===== src/rtl/rwmf_pkg.sv =====
// Package of the RGB window median filter: widths, codes, types and reset values.
// Has no dependencies; the lane, the top level and the checker import it.
`timescale 1ns / 1ps

package rwmf_pkg;

  localparam int unsigned PIX_W      = 8;
  localparam int unsigned RGB_W      = 3 * PIX_W;
  localparam int unsigned FW_W       = 11;
  localparam int unsigned FH_W       = 13;
  localparam int unsigned HALF_W     = 2;
  localparam int unsigned CFG_IDX_W  = 2;
  localparam int unsigned CFG_DATA_W = 13;

  localparam int unsigned DEF_MAX_WIDTH       = 1024;
  localparam int unsigned DEF_MAX_HALF_WINDOW = 3;

  localparam logic [FW_W-1:0]   RST_FRAME_WIDTH  = 11'd640;
  localparam logic [FH_W-1:0]   RST_FRAME_HEIGHT = 13'd480;
  localparam logic [HALF_W-1:0] RST_HALF_WINDOW  = 2'd1;

  typedef enum logic [CFG_IDX_W-1:0] {
    CFG_FRAME_WIDTH  = 2'd0,
    CFG_FRAME_HEIGHT = 2'd1,
    CFG_HALF_WINDOW  = 2'd2
  } cfg_idx_e;

  typedef enum logic {
    REQ_PIXEL = 1'b0,
    REQ_FLUSH = 1'b1
  } req_e;

  typedef enum logic [1:0] {
    S_IDLE,
    S_RUN,
    S_DRAIN,
    S_DELIVER
  } state_e;

  typedef struct packed {
    logic clr;
    logic ins;
  } lane_ctrl_t;

endpackage


===== src/rtl/rwmf_lane.sv =====
// One channel lane: keeps the window values of one channel in sorted order,
// taking one value per beat, and presents the selected rank. Uses rwmf_pkg.
`timescale 1ns / 1ps

module rwmf_lane
  import rwmf_pkg::*;
#(
  parameter int unsigned N       = 49,
  localparam int unsigned IDX_W  = $clog2(N)
) (
  input  logic             clk_i,
  input  logic             rst_ni,
  input  lane_ctrl_t       ctrl_i,
  input  logic [PIX_W-1:0] data_i,
  input  logic [IDX_W-1:0] sel_i,
  output logic [PIX_W-1:0] median_o
);

  logic [PIX_W-1:0] val_q [N];
  logic [PIX_W-1:0] val_d [N];
  logic [N-1:0]     vld_q;
  logic [N-1:0]     vld_d;
  logic [N-1:0]     gt;

  // An empty slot counts as larger than any value, so the sorted run grows
  // from the bottom and each slot only looks at its lower neighbour.
  for (genvar i = 0; i < N; i++) begin : g_slot
    assign gt[i] = !vld_q[i] || (val_q[i] > data_i);
    if (i == 0) begin : g_first
      assign val_d[i] = gt[i] ? data_i : val_q[i];
      assign vld_d[i] = 1'b1;
    end else begin : g_rest
      assign val_d[i] = gt[i] ? (gt[i-1] ? val_q[i-1] : data_i) : val_q[i];
      assign vld_d[i] = vld_q[i] | vld_q[i-1];
    end
  end

  always_ff @(posedge clk_i or negedge rst_ni) begin
    if (!rst_ni) begin
      vld_q <= '0;
    end else if (ctrl_i.clr) begin
      vld_q <= '0;
    end else if (ctrl_i.ins) begin
      vld_q <= vld_d;
    end
  end

  always_ff @(posedge clk_i) begin
    if (ctrl_i.ins && !ctrl_i.clr) begin
      val_q <= val_d;
    end
  end

  assign median_o = val_q[sel_i];

endmodule


===== config.mk =====
export PLATFORM = sky130hd
export DESIGN_NAME = rwmf_lane
export DESIGN_NICKNAME = d
export VERILOG_FILES = /design/src/rtl/rwmf_pkg.sv /design/src/rtl/rwmf_lane.sv
export SDC_FILE = /design/constraint.sdc
export NUM_CORES = 1
export LEC_CHECK = 0
export ABC_AREA = 0
export BUFFER_PORTS_ARGS = -buffer_cell sky130_fd_sc_hd__buf_2
export CAP_MARGIN = 10
export CORE_MARGIN = 4
export CORE_UTILIZATION = 55
export DETAILED_ROUTE_END_ITERATION = 7
export PLACE_DENSITY = 0.71
export SYNTH_ARGS = -nofsm -noshare
export SYNTH_HDL_FRONTEND = slang
export SYNTH_SLANG_ARGS = --single-unit
export TNS_END_PERCENT = 5

===== constraint.sdc =====
create_clock -name clk_i -period 3.5 [get_ports clk_i]
set_clock_uncertainty 0.15 [all_clocks]
set_input_delay 0.7 -clock clk_i [delete_from_list [all_inputs] [get_ports clk_i]]
set_output_delay 0.7 -clock clk_i [all_outputs]
set_load 0.02 [all_outputs]

Yosys cells after proc, flatten, opt, wreduce, memory -nomap -nowiden
Index checks and enable logic that the tools add are counted.
{"block": "classes", "order_cmp": 50, "muxes": 53, "bitwise_logic": 49, "n_reduce_logical": 150}
{"op": "8-bit two-way mux", "n": 50}
{"op": "8-bit greater-than comparator", "n": 49}
{"op": "49-bit two-way mux", "n": 2}
{"op": "2-bit AND reduction", "n": 49}
{"op": "1-bit zero test", "n": 50}
{"op": "1-bit logical OR", "n": 49}
{"op": "8-bit binary-select mux with 6-bit select", "n": 1}
{"op": "1-bit OR", "n": 48}
{"op": "7-bit greater-or-equal comparator, second input constant", "n": 1}
{"op": "6-bit inverter with 7-bit output", "n": 1}
{"op": "2-bit nonzero test", "n": 1}
{"op": "1-bit logical AND", "n": 1}
{"block": "word_totals", "ff_bits": 441, "in_bits": 18, "output_inout_bits": 8, "wordCells": 352}

Depth between registers and ports, before layout
{"block": "logic_depth", "depth_word": 4, "mapped_depth": 10, "mapped_depth_nobuf": 8}

Least setup slack after synthesis
No wires, ideal clock.
{"block": "synth_timing", "path_type": "input -> register", "start": "in data_i[2]", "end": "reg val_q[368] in the netlist's numbering, data pin", "arrival_ps": 3447, "t_required_ps": 3090, "path_slack_ps": -357, "cell_stages": 9, "path_buffers": 1, "path_cell_list": "clkbuf_1 > inv_1 > ha_1 > a21o_1 > a221o_1 > a221oi_1 > a31o_2 > nand2_2 > mux2_2"}
{"block": "synth_via", "elab_chain_len": 3}
{"element": "start: declaration", "line_no": "rwmf_lane.sv:14", "rtl": "input logic [PIX_W-1:0] data_i,"}
{"element": "8-bit greater-than comparator", "line_no": "rwmf_lane.sv:28", "rtl": "assign gt[i] = !vld_q[i] || (val_q[i] > data_i);"}
{"element": "1-bit logical OR", "line_no": "rwmf_lane.sv:28"}
{"element": "8-bit two-way mux", "line_no": "rwmf_lane.sv:33", "rtl": "assign val_d[i] = gt[i] ? (gt[i-1] ? val_q[i-1] : data_i) : val_q[i];"}
{"element": "end signal: assignment", "line_no": "rwmf_lane.sv:50", "rtl": "val_q <= val_d;"}
{"element": "end: declaration", "line_no": "rwmf_lane.sv:19", "rtl": "logic [PIX_W-1:0] val_q [N];"}
No other way between the ends.
A chain may end at the register's enable or synchronous reset.

Worst setup path after layout
{"block": "layout_timing", "start": "reg val_q[244] in the netlist's numbering", "end": "out median_o[4]"}
{"block": "layout_via", "elab_chain_len": 3}
{"element": "8-bit binary-select mux with 6-bit select", "line_no": "rwmf_lane.sv:54", "rtl": "assign median_o = val_q[sel_i];"}
{"element": "8-bit two-way mux (implied by the code) (2 in a row)", "line_no": "rwmf_lane.sv:54"}
{"element": "end: declaration", "line_no": "rwmf_lane.sv:16", "rtl": "output logic [PIX_W-1:0] median_o"}
No other way between the ends. The select of a mux whose other input is x is not followed.

==> key figures <==
Synthesis
  – Top cells by count, synth: edfxtp_1, ha_1, mux2_2
  – Post-synth top area share: 38.66%
  – Cell variety after synth: 43
  – Yosys reg bits: 441
  – Area leader, netlist: edfxtp_1
  – Cell Area, Synth: 30450 um^2
  – Syn nets: 2778
  – Async SR Flop Fraction: 11.11%
  – Synth warnings: 0
  – Mean post-synth cell area: 12.86 um^2
  – Post-synth EDFFs: 392
  – Seq/Total Area, Yosys: 42.69%
  – Post-Syn Instances: 2368
  – Area contributors post-synth: edfxtp_1, ha_1, mux2_2
  – Top_reg_cell synth: edfxtp_1

Layout
  – Sequential cell area: 13000 um^2
  – Syn-to-layout area delta: 14.24%
  – Fill count: 4000
  – Share of post-route cells with drive strength above 1: 33.31%
  – Multi-input gate area: 16980 um^2
  – Net count reported at finish: 2950
  – Post-route cell area: 34780 um^2
  – Final core utilization: 64.00%

Worst setup path
  – Worst Path Required: 2.65 ns
  – Crit Path Category: register to primary output
  – Nature of the critical path endpoint: primary output
  – Arrival @ worst endpoint: 2.65 ns
  – Startpoint Class: register
  – Largest fanout on the critical path: 3

Pwr
  – Leakage: 14.04 nW
  – Peak VDD IR: 360.0 uV
  – Switch share: 27.23%
  – Net Switching: 3.673 mW
  – Pint: 9.817 mW
  – Reg power frac: 45.8%
  – Comb pwr share: 15.7%
  – Clk pwr share: 38.6%
  – Total power: 13.49 mW
  – Pwr dens: 387.8 nW/um^2

Timing
  – Final Hold Viols: 0
  – RSZ-0062 raised after global routing: true
  – Rel. slew slack: 39.12%
  – Max Clk Rate: 0.2857 GHz
  – Crit share post-route: 100.0%
  – Crit path time final: 3.500 ns
  – Final setup violating endpoints: 1
  – Pins over their slew limit: 0
  – Worst Max-Slew Pin Slew: 0.9131 ns
  – Final worst setup slack: -0.00008971 ns

Die
  – Top-Level Pins: 26
  – Die extent in y: 243.3 um
  – Rows: 85
  – CORE AREA: 54350 um^2
  – Initial core utilization: 56.02%
  – Die area: 59190 um^2
  – Die Width: 243.3 um

CTS
  – CTS buffer count: 52
  – Root buf cell: clkbuf_16
  – Clock Latency Late Sink: 0.60 ns
  – Max clock buf depth: 3
  – Clock sink count: 441
  – # H-tree levels: 2
  – CTS tree: done
  – CTS clock-pin slew for the worst setup and hold paths: 0.06 ns

Global routing
  – Gr ovfl total: 0
  – Largest net degree at the start of global routing: 50
  – Gr usage total: 30.61%
  – Vias in the first global route: 22930
  – Initial antenna violation count: 4
  – First-pass GRT wire length: 139500 um

Outcome
  – Failing checks: setup timing
  – Outcome: finished with violations

Placed design
  – GPL Wtd Cong: 0.9345
  – Port Buffers: 25
  – Placed Area: 32690 um^2
  – Detailed placer's ending HPWL: 62930 um

Min path
  – Hold Path Class: register to register

Routing
  – DR iter-0 viols: 2348
  – Vias/cell: 6.764
  – Wire per inst: 27.90 um
  – Routed Antenna Nets: 0
  – Drt pass-1 iters: 5
  – DR DRC count: 0
  – WL final: 92630 um
  – Via Count: 22460

Job
  – Max-cap viol count: 0
## stage by stage
| step | setup WS (ns) | hold slack, ns | TNS [ns] | cells |
|---|---|---|---|---|
| after global routing | -0.05715 | 0.4067 | -0.1284 | 3318 |
| after detailed placement | -0.1667 | 0.3617 | -0.9733 | 3202 |
| after global placement | -0.1626 | 0.3565 | -0.9242 | 3202 |
| after CTS | -0.02278 | 0.3732 | -0.04485 | 3308 |
| after floorplan | -0.06733 | 0.2544 | -17.83 | 2368 |
| final | -0.00008971 | 0.3686 | -0.00008971 | 3320 |
## worst paths after layout
check                           cells after the start  slack (ns)           to  startpoint
worst max-delay path                                8    -0.00009  median_o[4]  val_q[244]
max in group asynchronous                           3        1.93    vld_q[37]      rst_ni
worst min-delay path                                2        0.37    vld_q[16]   vld_q[16]
worst max register to register                      6        0.79   val_q[377]  val_q[379]
worst min register to register                      2        0.37    vld_q[16]   vld_q[16]
min in group asynchronous                           2        0.46    vld_q[12]      rst_ni
## registers in the layout, indices dropped and copies added, names as in the netlist
| signal | cells |
|---|---|
| val_q | 392 |
| vld_q | 49 |
## cell type report
class / instances / area share, %
tap: 739 / 2.658
sequential: 441 / 37.37
clock buffer: 57 / 3.856
multi-input combinational: 1742 / 48.83
inverter: 94 / 1.079
timing repair buffer: 209 / 5.479
clock inverter: 36 / 0.7159
antenna: 2 / 0.01439
## kinds of logic (layout without fill, tap and decap cells)
logic type      Yosys count  count (layout)  synth area share, %
mux                     528             528                22.64
flops                   441             441                42.69
compound gates          438             438                9.505
fa+ha+maj               392             392                16.11
simple gates            384             384                6.320
buf+inv                 185             396                2.733
other cells               0               2                    0
## what timing repair did
item                                    4_1_cts  5_1_grt
cloned                                        2        0
pin swaps                                     9       14
endpoints found under the setup margin        8        8
hold buffers                                  1        0
resized for setup                            25       40
buffers inserted                             10       11
endpoints found under the hold margin        12        0
## per-layer routing
metal / wire length (um) / GRT usage [%]
met5: 7 / 0
met1: 36520 / 40.92
met3: 8258 / 5.036
met2: 43540 / 50.09
met4: 4311 / 12.54
## critical path, cell delays in order, from the launching register on
cell and delay [ns]:
edfxtp_1 0.47, mux4_2 0.51, nor2b_2 0.20, a211oi_4 0.20, buf_4 0.15, a21oi_1 0.07
a21oi_1 0.18, nor2_1 0.10, buf_2 0.17
## cells in the final DEF (no fill, tap or decap), types with 45 or more instances in the layout
cell type,count
mux2_2,391
inv_1,87
mux2i_1,45
nand3_1,73
a21o_1,63
a21oi_1,180
buf_4,157
clkbuf_16,53
o21ai_0,50
dfrtp_1,49
nor2_1,136
ha_1,386
edfxtp_1,392
mux4_2,64
## power by group through the flow
stage / Clock (mW) / Sequential (mW) / Combinational, mW
after floorplan: 0 / 6.14 / 1.32
after global placement: 0 / 6.27 / 1.87
after detailed placement: 0 / 6.27 / 1.98
after CTS: 5.26 / 6.16 / 2.04
after global routing: 5.47 / 6.17 / 2.30
final: 5.20 / 6.17 / 2.11
Note: power is estimated with default switching activity, not from simulation.
